`config.mk`:
```
export PLATFORM = sky130hd
export DESIGN_NAME = node_address_registration_table
export DESIGN_NICKNAME = d
export VERILOG_FILES = /design/src/hw/rtl/nart_pkg.sv /design/src/hw/rtl/nart_ram.sv /design/src/hw/rtl/node_address_registration_table.sv
export SDC_FILE = /design/constraint.sdc
export NUM_CORES = 1
export LEC_CHECK = 0
export BUFFER_PORTS_ARGS = -buffer_cell sky130_fd_sc_hd__buf_2
export CAP_MARGIN = 20
export CORE_ASPECT_RATIO = 0.5
export CORE_MARGIN = 10
export CORE_UTILIZATION = 32
export DETAILED_ROUTE_END_ITERATION = 10
export GPL_ROUTABILITY_DRIVEN = 0
export HOLD_SLACK_MARGIN = 0.03
export PLACE_DENSITY = 0.54
export SYNTH_ARGS = -nofsm -noshare
export SYNTH_HDL_FRONTEND = slang
export SYNTH_SLANG_ARGS = --single-unit
```
`constraint.sdc`:
```
create_clock -name i_clk -period 5 [get_ports i_clk]
set_clock_uncertainty 0.2 [all_clocks]
set_input_delay 0 -clock i_clk [delete_from_list [all_inputs] [get_ports i_clk]]
set_output_delay 0 -clock i_clk [all_outputs]
set_load 0.01 [all_outputs]
```
`src/hw/rtl/nart_pkg.sv`:
```
`timescale 1ns / 1ps

package nart_pkg;

    localparam int TABLE_ENTRIES_DEF = 8;
    localparam int ADDR_BYTES_DEF    = 5;
    localparam int IN_ADDR_W         = 40;
    localparam int STATUS_W          = 3;
    localparam int INDEX_W           = 7;
    localparam logic [7:0] ASCII_ZERO = 8'd48;

    typedef enum logic [1:0] {
        OP_REGISTER = 2'd0,
        OP_SEARCH   = 2'd1,
        OP_VERIFY   = 2'd2,
        OP_SET      = 2'd3
    } t_op;

    typedef enum logic [STATUS_W-1:0] {
        ST_OK        = 3'd0,
        ST_NOT_FOUND = 3'd1,
        ST_FULL      = 3'd2,
        ST_MISMATCH  = 3'd3,
        ST_RANGE     = 3'd4
    } t_status;

    typedef enum logic [1:0] {
        S_IDLE,
        S_SCAN,
        S_VERIFY
    } t_state;

endpackage

```
`src/hw/rtl/nart_ram.sv`:
```
`timescale 1ns / 1ps

module nart_ram #(
    parameter int WIDTH = 8,
    parameter int DEPTH = 9
) (
    input  logic                     i_clk,
    input  logic                     i_we,
    input  logic [$clog2(DEPTH)-1:0] i_waddr,
    input  logic [WIDTH-1:0]         i_wdata,
    input  logic [$clog2(DEPTH)-1:0] i_raddr,
    output logic [WIDTH-1:0]         o_rdata
);

    logic [WIDTH-1:0] r_mem [DEPTH];
    logic [WIDTH-1:0] r_rdata;

    always_ff @(posedge i_clk) begin
        if (i_we) begin
            r_mem[i_waddr] <= i_wdata;
        end
        r_rdata <= r_mem[i_raddr];
    end

    assign o_rdata = r_rdata;

endmodule

```
`src/hw/rtl/node_address_registration_table.sv`:
```
`timescale 1ns / 1ps

// node address table with free entry allocation
// an item is taken when start is high and busy is low; its fields sit on the
// i_ ports in that cycle. busy stays high while the item is worked on.
// exactly one result per item appears on o_status, o_index and o_node_out
// for a single cycle with o_done high; the receiver cannot hold it off.
// register and search walk entries 1 to TABLE_ENTRIES-1 through one
// comparator, one entry per cycle off the registered table read port,
// and stop early on a match. verify reads the indexed entry in S_VERIFY;
// a registration request or a bad digit is answered at once, as is set.
// a new item may be given in the cycle o_done is high.
// reset (i_rst_n low at a clock edge) empties the controller and marks every
// entry as holding its reset contents ("0" bytes, node number 0) through
// per-entry valid flags, so no clearing pass is needed.
module node_address_registration_table #(
    parameter int TABLE_ENTRIES = nart_pkg::TABLE_ENTRIES_DEF,
    parameter int ADDR_BYTES    = nart_pkg::ADDR_BYTES_DEF
) (
    input  logic                           i_clk,
    input  logic                           i_rst_n,
    input  logic                           start,
    output logic                           busy,
    input  logic [1:0]                     i_op,
    input  logic [nart_pkg::IN_ADDR_W-1:0] i_address,
    input  logic [7:0]                     i_sender_char,
    input  logic [7:0]                     i_entry_index,
    input  logic [7:0]                     i_node_number,
    output logic                           o_done,
    output logic [nart_pkg::STATUS_W-1:0]  o_status,
    output logic [nart_pkg::INDEX_W-1:0]   o_index,
    output logic [7:0]                     o_node_out
);

    import nart_pkg::*;

    localparam int DEPTH = TABLE_ENTRIES + 1;
    localparam int IW    = $clog2(DEPTH);
    localparam int AW    = ADDR_BYTES * 8;
    localparam logic [AW-1:0] ADDR_RESET = {ADDR_BYTES{ASCII_ZERO}};
    localparam logic [IW-1:0] LAST_IDX   = IW'(TABLE_ENTRIES - 1);
    localparam logic [7:0]    MAX_IDX8   = 8'(TABLE_ENTRIES);
    localparam logic [INDEX_W-1:0] NONE_IDX = INDEX_W'(TABLE_ENTRIES);

    t_state              r_state, n_state;
    t_op                 r_op, n_op;
    logic [AW-1:0]       r_key, n_key;
    logic [IW-1:0]       r_idx, n_idx;
    logic [IW-1:0]       r_free, n_free;
    logic [DEPTH-1:0]    r_avalid, n_avalid;
    logic [DEPTH-1:0]    r_nvalid, n_nvalid;
    logic                r_done, n_done;
    logic [STATUS_W-1:0] r_status, n_status;
    logic [INDEX_W-1:0]  r_index, n_index;
    logic [7:0]          r_node, n_node;

    logic [AW+IN_ADDR_W-1:0] in_ext;
    logic [AW-1:0]           in_key;
    logic [7:0]              digit;
    logic [IW-1:0]           rd_addr;
    logic                    a_we;
    logic [IW-1:0]           a_waddr;
    logic                    nd_we;
    logic [AW-1:0]           a_q;
    logic [7:0]              nd_q;
    logic [AW-1:0]           a_eff;
    logic [7:0]              nd_eff;
    logic                    hit;
    logic [IW-1:0]           free_cur;

    assign in_ext = {{AW{1'b0}}, i_address};
    assign in_key = in_ext[AW-1:0];
    assign digit  = i_sender_char - ASCII_ZERO;

    nart_ram #(
        .WIDTH (AW),
        .DEPTH (DEPTH)
    ) u_addr_ram (
        .i_clk   (i_clk),
        .i_we    (a_we),
        .i_waddr (a_waddr),
        .i_wdata (r_key),
        .i_raddr (rd_addr),
        .o_rdata (a_q)
    );

    nart_ram #(
        .WIDTH (8),
        .DEPTH (DEPTH)
    ) u_node_ram (
        .i_clk   (i_clk),
        .i_we    (nd_we),
        .i_waddr (i_entry_index[IW-1:0]),
        .i_wdata (i_node_number),
        .i_raddr (rd_addr),
        .o_rdata (nd_q)
    );

    // entries never written read as their reset contents
    assign a_eff    = r_avalid[r_idx] ? a_q : ADDR_RESET;
    assign nd_eff   = r_nvalid[r_idx] ? nd_q : 8'd0;
    assign hit      = (a_eff == r_key);
    assign free_cur = ((r_free == '0) && (a_eff[7:0] == ASCII_ZERO)) ? r_idx : r_free;

    always_ff @(posedge i_clk) begin
        if (!i_rst_n) begin
            r_state  <= S_IDLE;
            r_done   <= 1'b0;
            r_avalid <= '0;
            r_nvalid <= '0;
        end else begin
            r_state  <= n_state;
            r_done   <= n_done;
            r_avalid <= n_avalid;
            r_nvalid <= n_nvalid;
        end
    end

    always_ff @(posedge i_clk) begin
        r_op     <= n_op;
        r_key    <= n_key;
        r_idx    <= n_idx;
        r_free   <= n_free;
        r_status <= n_status;
        r_index  <= n_index;
        r_node   <= n_node;
    end

    always_comb begin
        n_state  = r_state;
        n_op     = r_op;
        n_key    = r_key;
        n_idx    = r_idx;
        n_free   = r_free;
        n_avalid = r_avalid;
        n_nvalid = r_nvalid;
        n_done   = 1'b0;
        n_status = r_status;
        n_index  = r_index;
        n_node   = r_node;
        rd_addr  = r_idx + IW'(1);
        a_we     = 1'b0;
        a_waddr  = free_cur;
        nd_we    = 1'b0;

        case (r_state)
            S_IDLE: begin
                rd_addr = (t_op'(i_op) == OP_VERIFY) ? digit[IW-1:0] : IW'(1);
                if (start) begin
                    n_op   = t_op'(i_op);
                    n_key  = in_key;
                    n_node = 8'd0;
                    case (t_op'(i_op))
                        OP_REGISTER, OP_SEARCH: begin
                            n_idx   = IW'(1);
                            n_free  = '0;
                            n_state = S_SCAN;
                        end
                        OP_VERIFY: begin
                            if (i_sender_char == ASCII_ZERO) begin
                                // registration request
                                n_done   = 1'b1;
                                n_status = ST_OK;
                                n_index  = '0;
                            end else if ((i_sender_char < ASCII_ZERO) ||
                                         (digit > MAX_IDX8)) begin
                                n_done   = 1'b1;
                                n_status = ST_RANGE;
                                n_index  = NONE_IDX;
                            end else begin
                                n_idx   = digit[IW-1:0];
                                n_state = S_VERIFY;
                            end
                        end
                        OP_SET: begin
                            n_done = 1'b1;
                            if (i_entry_index > MAX_IDX8) begin
                                n_status = ST_RANGE;
                                n_index  = NONE_IDX;
                            end else begin
                                nd_we    = 1'b1;
                                n_nvalid[i_entry_index[IW-1:0]] = 1'b1;
                                n_status = ST_OK;
                                n_index  = INDEX_W'(i_entry_index[IW-1:0]);
                            end
                        end
                        default: begin
                            n_state = S_IDLE;
                        end
                    endcase
                end
            end

            S_SCAN: begin
                if (hit) begin
                    n_done   = 1'b1;
                    n_status = ST_OK;
                    n_index  = INDEX_W'(r_idx);
                    n_node   = (r_op == OP_SEARCH) ? nd_eff : 8'd0;
                    n_state  = S_IDLE;
                end else if (r_idx == LAST_IDX) begin
                    n_done  = 1'b1;
                    n_state = S_IDLE;
                    if (r_op == OP_REGISTER) begin
                        if (free_cur != '0) begin
                            a_we     = 1'b1;
                            n_avalid[free_cur] = 1'b1;
                            n_status = ST_OK;
                            n_index  = INDEX_W'(free_cur);
                        end else begin
                            n_status = ST_FULL;
                            n_index  = NONE_IDX;
                        end
                    end else begin
                        n_status = ST_NOT_FOUND;
                        n_index  = NONE_IDX;
                    end
                end else begin
                    n_idx  = r_idx + IW'(1);
                    n_free = free_cur;
                end
            end

            S_VERIFY: begin
                n_done   = 1'b1;
                n_status = hit ? ST_OK : ST_MISMATCH;
                n_index  = INDEX_W'(r_idx);
                n_state  = S_IDLE;
            end

            default: begin
                n_state = S_IDLE;
            end
        endcase
    end

    assign busy       = (r_state != S_IDLE);
    assign o_done     = r_done;
    assign o_status   = r_status;
    assign o_index    = r_index;
    assign o_node_out = r_node;

endmodule
```
# Word-level counts from Yosys, hierarchy flattened
# Memory sizes are Yosys's and may differ from the RTL's. A register that Yosys moved wholly into a read port is not among the register bits.
# Cells that the tools add are included.
# classes
mux	77
n_lt_le_gt_ge	8
n_addsub	2
bitwise	4
n_reduce_logical	21
n_eq_ne	21
# op_table
cell	n
4-bit 2-to-1 mux	14
7-bit 2-to-1 mux	6
40-bit equality test	1
40-bit 2-to-1 mux	1
8-bit 2-to-1 mux	4
4-bit one-hot mux with 2 select lines	3
1-bit 2-to-1 mux	22
3-bit 2-to-1 mux	7
7-bit one-hot mux with 3 select lines	1
5-bit AND reduction	4
9-bit OR	2
8-bit by 6-bit equality test with 1-bit output, second input constant	2
8-bit by 4-bit > comparator with 1-bit output, second input constant	2
8-bit one-hot mux with 2 select lines	1
4-bit by 5-bit less-than comparator with 1-bit output, second input constant	3
2-bit 2-to-1 mux	7
7-bit one-hot mux with 2 select lines	1
3-bit inequality test, second input constant	3
3-bit one-hot mux with 3 select lines	1
1-bit binary-select mux with 4-bit select	2
1-bit demux with 4-bit select	2
4-bit by 1-bit >= comparator with 1-bit output, second input constant	2
8-bit by 6-bit less-than comparator with 1-bit output, second input constant	1
2-bit inequality test, second input constant	4
other kinds (25)	37
# totals
n_memories	2
elab_cells	146
ram_bits	432
out_inout_bits	20
in_bits	69
regBits	89
# mem_list
name	words	width	read_ports	rd_ports_with_merged_regs	write_ports	line_no	rtl
u_addr_ram.r_mem	9	40	1	1	1	nart_ram.sv:15	logic [WIDTH-1:0] r_mem [DEPTH];
u_node_ram.r_mem	9	8	1	1	1	nart_ram.sv:15	

# Longest topological paths before layout
# depth
depth_word	14
ltp_mapped	12
depth_no_buf	9

# By module
# From an unflattened synthesis, not the netlist that was laid out.
# unflattened
cells_unflattened	1419
hier_area_um2	22768.1
# modules_own_cells
mod	area_per_inst_um2	instances	cells_per_inst
nart_ram (u_addr_ram)	14908.0	1	782
node_address_registration_table	4795.8	1	466
nart_ram (u_node_ram)	3064.2	1	171

# Worst setup path after synthesis
# OpenSTA, ideal clock, no wires.
# synth_timing
kind	reg2reg
startpoint	reg r_idx[0]
endpoint	mem u_addr_ram.r_mem[3][0] in the netlist's numbering, enable pin
setup_ps	442
arrival_time_ps	4003
path_slack_ps	355
n_path_buf	3
path_stages_with_launch	13
cell_sequence	edfxtp_1 -> buf_6 -> mux2_4 -> o22a_2 -> nand3_1 -> buf_2 -> nand2_1 -> a22oi_1 -> nor4_4 -> nand3_2 -> buf_6 -> nand3_1 -> nor2b_1
# synth_via
elab_chain_cells	14
# synth_lines
element	line_no	rtl
start, declared	node_address_registration_table.sv:48	logic [IW-1:0] r_idx, n_idx;
start signal, assigned	node_address_registration_table.sv:122	r_idx <= n_idx;
1-bit binary-select mux with 4-bit select	node_address_registration_table.sv:100	assign a_eff = r_avalid[r_idx] ? a_q : ADDR_RESET;
1-bit 2-to-1 mux (not written as such)	node_address_registration_table.sv:100	
40-bit 2-to-1 mux	node_address_registration_table.sv:100	
8-bit by 6-bit equality test with 1-bit output	node_address_registration_table.sv:103	assign free_cur = ((r_free == '0) && (a_eff[7:0] == ASCII_ZERO)) ? r_idx : r_free;
1-bit logical AND	node_address_registration_table.sv:103	
4-bit 2-to-1 mux	node_address_registration_table.sv:103	
4-bit nonzero test	node_address_registration_table.sv:205	if (free_cur != '0) begin
1-bit 2-to-1 mux	node_address_registration_table.sv:205	
1-bit 2-to-1 mux	node_address_registration_table.sv:204	if (r_op == OP_REGISTER) begin
1-bit 2-to-1 mux	node_address_registration_table.sv:201	end else if (r_idx == LAST_IDX) begin
1-bit 2-to-1 mux	node_address_registration_table.sv:195	if (hit) begin
1-bit 2-to-1 mux	node_address_registration_table.sv:146	case (r_state)
1-bit 2-to-1 mux	nart_ram.sv:19	if (i_we) begin
1-bit 2-to-1 mux (not written as such)	nart_ram.sv:20	r_mem[i_waddr] <= i_wdata;
end, declared	nart_ram.sv:15	
# Parallel ways exist; a longest one is shown, timed or not. The select of a mux whose other input is x is not followed.

# Worst setup path in the final report
# layout_timing
startpoint	reg r_idx[2]
endpoint	mem u_addr_ram.r_mem[3][31] in the netlist's numbering, enable pin
# Same word-level chain as after synthesis.

==> summary by stage <==
STA
The worst pin sits at a relative slew slack of 31.49%. The final-report max-slew violation count is 0. Derived from the worst setup path, the maximum achievable clock frequency is roughly 0.23 GHz. At the pin with the least slew margin, the transition time is just over 1000 ps.

The fraction of the cycle the final worst path needs is between 80% and 90%. The post-route setup TNS is 0 ps. Setup violations remaining at the end of the flow were counted as 0. The minimum clock period is around 4400 ps. The hold violation total from the final report is 0. Setup repair after global routing left no endpoint under its margin.

Die
The core region area is roughly 68000 um2. Once the floorplan was initialized, standard cells occupied between 30% and 40% of the core. The die is around 390 um wide. Row generation in the floorplan step produced 67 rows.

The floorplan step defined a die boundary enclosing 80530 um2. The number of ports placed on the die boundary is 89. The die extent in y is 205.7 um.

Routing
The final antenna-violating net count is 0. The average detailed-routed wire length per instance is slightly above 20 um. The total DRC errors in the routed layout is 0. Before antenna repair, the detailed router went through 5 iterations. The routed layout has approximately 12000 vias. The total wirelength of the detailed-routed design is about 50 mm.

The first routing iteration left a little over 900 violations. After detailed routing, the number of vias per cell comes to approximately 4.9.

Layout
The number of filler instances in the final layout is just over 6000. Compared with the post-synthesis result, the final layout area differs by 20.75%. The number of nets at the end of the flow is about 1600. At the end of the flow the core is filled with cells to 39.40%. After the flow finishes, the layout carries non-filler instances totaling between 2000 and 2500. The fraction of final layout cells sized beyond drive strength 1 is 21.00%.

Pwr
The static power due to leakage is just under 0.009 uW. The power density over the cells is 467.8 nW/um2. IR analysis of the VDD net gives a maximum drop of 0.2836 mV.

Yosys
The synthesis-stage register bit count is approximately 570. The post-synth design cell area is ~22000 um2. Counting flops with a built-in enable in the synthesized netlist gives 497.

The async set-reset flop share out of synthesis is 0%. The dominant register cell in the synthesized netlist is edfxtp_1. The distinct cell type count of the synthesized netlist is 65. Summing the sequential cell areas from Yosys gives 73.86% of the chip area.

After synthesis, the mean cell area works out to ~18 um2. The synthesized netlist cell count is between 1000 and 1500. Yosys printed 0 warnings.

Critical path
The critical path goes through nor4b_2, o2bb2ai_1, o41ai_1, o31ai_1, o221ai_1, nor4_2, nand3_2, nand3_1, nor2b_4, buf_4. The longest individual stage delay on the worst path is ~600 ps. Broken down by cell family, the worst path's largest delay share belongs to simple AND/OR/NAND/NOR gates. The worst setup path is launched from a flop. The slowest stage cell on the critical path is edfxtp_1.

The required time at the worst-slack endpoint is about 5000 ps. The endpoint kind of the worst setup timing path is a flop. The category of the critical setup timing path is reg -> reg. The arrival time at the worst endpoint is around 4400 ps.

Of all nets on the critical path, the largest fanout is 27. Counting both buffers and inverters, the worst setup path holds a total of 1.

Clock tree
Clock tree synthesis selected as its root buffer the cell clkbuf_16. The maximum number of buffers from clock root to sink is 3. The TritonCTS sink count is ~570. At the later pin of the worst-skew pair, clock insertion delay measures about 600 ps.

After clock tree synthesis, the clock-pin slew on the worst setup and hold paths is 60 ps. The TritonCTS clock tree is built. Buffers inserted during clock tree synthesis total 51. The post-CTS setup buffer count is 0. The CTS H-tree depth is 2.

Min path
The type of the worst min-delay path is in -> reg.

Global route
The maximum number of pins on one net before global-route repair is 64. Global routing used 12.37% of the available tracks across all layers. The number of antenna violations at the first check in global routing is 2. The first global-routing pass estimated approximately 77 mm of wire. The number of global-route vias before repair is 12180.

The residual overflow from global routing is 0.

Placement
The port buffer count is 85. In this run, placement finished with an instance count of approximately 2300. After legalization and detailed placement, the total HPWL measured ~32 mm.

Outcome
The run finished with clean final reports.

Run
The count of max-cap constraint violations is 0.
[worst min-delay path, cell delays in order]
cell and delay, ps:
buf_2 90, nand4bb_1 170, o31ai_1 140, nor2_1 130, o311a_1 210
[Yosys cell counts (3+ instances only)]
| cell | count | area share [%] |
|---|---|---|
| a211oi_1 | 4 | 0.14 |
| a21o_1 | 6 | 0.20 |
| a21oi_1 | 35 | 0.79 |
| a22oi_1 | 7 | 0.24 |
| a311oi_1 | 7 | 0.28 |
| a31oi_1 | 19 | 0.54 |
| and2_1 | 12 | 0.34 |
| and3_1 | 8 | 0.23 |
| buf_1 | 9 | 0.15 |
| buf_2 | 12 | 0.27 |
| buf_4 | 3 | 0.10 |
| buf_6 | 4 | 0.20 |
| clkbuf_1 | 31 | 0.53 |
| dfxtp_1 | 69 | 6.3 |
| edfxtp_1 | 497 | 68 |
| ha_1 | 5 | 0.28 |
| inv_1 | 12 | 0.20 |
| mux2i_1 | 53 | 2.4 |
| mux4_2 | 98 | 10 |
| nand2_1 | 89 | 1.5 |
| nand2b_1 | 10 | 0.28 |
| nand3_1 | 17 | 0.39 |
| nand4_1 | 3 | 0.085 |
| nor2_1 | 46 | 0.78 |
| nor2b_1 | 7 | 0.20 |
| nor3_1 | 21 | 0.48 |
| nor4_1 | 10 | 0.28 |
| o21a_1 | 13 | 0.44 |
| o21ai_0 | 57 | 1.3 |
| o21ai_1 | 4 | 0.091 |
| o22ai_1 | 9 | 0.26 |
| o31ai_1 | 5 | 0.17 |
| or2_2 | 6 | 0.17 |
| or3_1 | 3 | 0.085 |
| xnor2_1 | 15 | 0.60 |
| xor2_1 | 10 | 0.40 |
[logic make-up (layout without fill, tap and decap cells)]
group           Yosys count  count (layout)  share of synthesized area (%)
fa+ha+maj                 5               5                         0.2834
compound gates          184             184                          5.243
buf+inv                  72             334                          1.479
flops                   566             566                          73.86
simple gates            247             247                          5.600
mux                     153             153                          12.52
xor+xnor                 25              25                         0.9919
other cells               1              44                        0.01699
[state kept, by name, summed over array words and instances (netlist names), 3 cells and up]
signal and count:
r_avalid 9, r_nvalid 9, u_node_ram.o_rdata 8, r_idx 4, u_addr_ram.r_mem 360, o_status 3, r_free 4, u_addr_ram.o_rdata 40
u_node_ram.r_mem 72, o_index 4, o_node_out 8, r_key 40
[layout make-up]
class | instances | area, um2 | area share (%)
flip-flops and latches | 566 | 16310 | 61.17
multi-input cells | 657 | 5707 | 21.41
repair buffers | 226 | 1843 | 6.914
clock buffers | 70 | 1420 | 5.328
well taps | 897 | 1122 | 4.210
clock inverters | 25 | 206.4 | 0.7745
inverters | 13 | 48.80 | 0.1831
diodes | 1 | 2.502 | 0.009388
[metrics by stage]
step / hold slack [ps] / area [um2] / total power (uW) / setup slack, ps
finish: 8.343 / 26660 / 12470 / 644.7
global route: 38.10 / 26650 / 13070 / 336.2
CTS: 31.05 / 26650 / 12630 / 681.6
detailed placement: -21.88 / 23960 / 8747 / 738.7
global placement: -23.46 / 23920 / 8741 / 804.2
floorplan: -101.1 / 22230 / 7816 / 354.7
[path summary, 6_finish.rpt]
path	slack [ps]	to	depth (start not counted)	start
setup / recovery	640	u_addr_ram.r_mem[3][31]$_DFFE_PP_	10	r_idx[2]$_DFFE_PP_
hold / removal	8	o_done$_SDFF_PN0_	5	i_sender_char[5]
hold reg to reg	220	u_addr_ram.o_rdata[14]$_DFF_P_	2	u_addr_ram.r_mem[8][14]$_DFFE_PP_
setup reg to reg	640	u_addr_ram.r_mem[3][31]$_DFFE_PP_	10	r_idx[2]$_DFFE_PP_
[cell usage in the layout, fill, tap and decap left out, types with 8 or more instances in the layout]
cell,instances
dlygate4sd3_1,107
clkinv_2,11
edfxtp_1,497
nor4_1,8
mux2i_1,53
clkbuf_16,53
conb_1,43
buf_2,85
o21ai_0,57
and2_1,12
xor2_1,10
nand2_1,89
nand3_1,17
a31oi_1,19
clkbuf_1,14
dfxtp_1,69
clkinv_1,9
a21oi_1,31
buf_4,26
xnor2_1,15
nand2b_1,10
nor2_1,44
mux4_2,98
o22ai_1,9
nor3_1,21
inv_1,11
o21a_1,13
[routing by layer]
layer  up-vias  track usage [%]  share of wire [%]
li1       5471                -                  -
met1      6175            17.01                 46
met2       229            20.77                 49
met3        53            1.742                3.6
met4         0            2.705                1.4
met5         -                0                  0
[repair_timing]
item,in CTS,in global routing
setup endpoints to repair,0,0
hold buffers,107,0
endpoints found under the hold margin,259,0
resized for setup,0,0
[report_power, final]
| part | switching [uW] | internal, uW | total, uW | leakage (uW) |
|---|---|---|---|---|
| registers | 426 | 5630 | 6050 | 0.00511 |
| logic | 1450 | 1170 | 2620 | 0.00296 |
| clock network | 1690 | 2100 | 3800 | 0.000794 |
| total | 3570 | 8900 | 12500 | 0.00887 |
(Power assumes the default switching activity.)
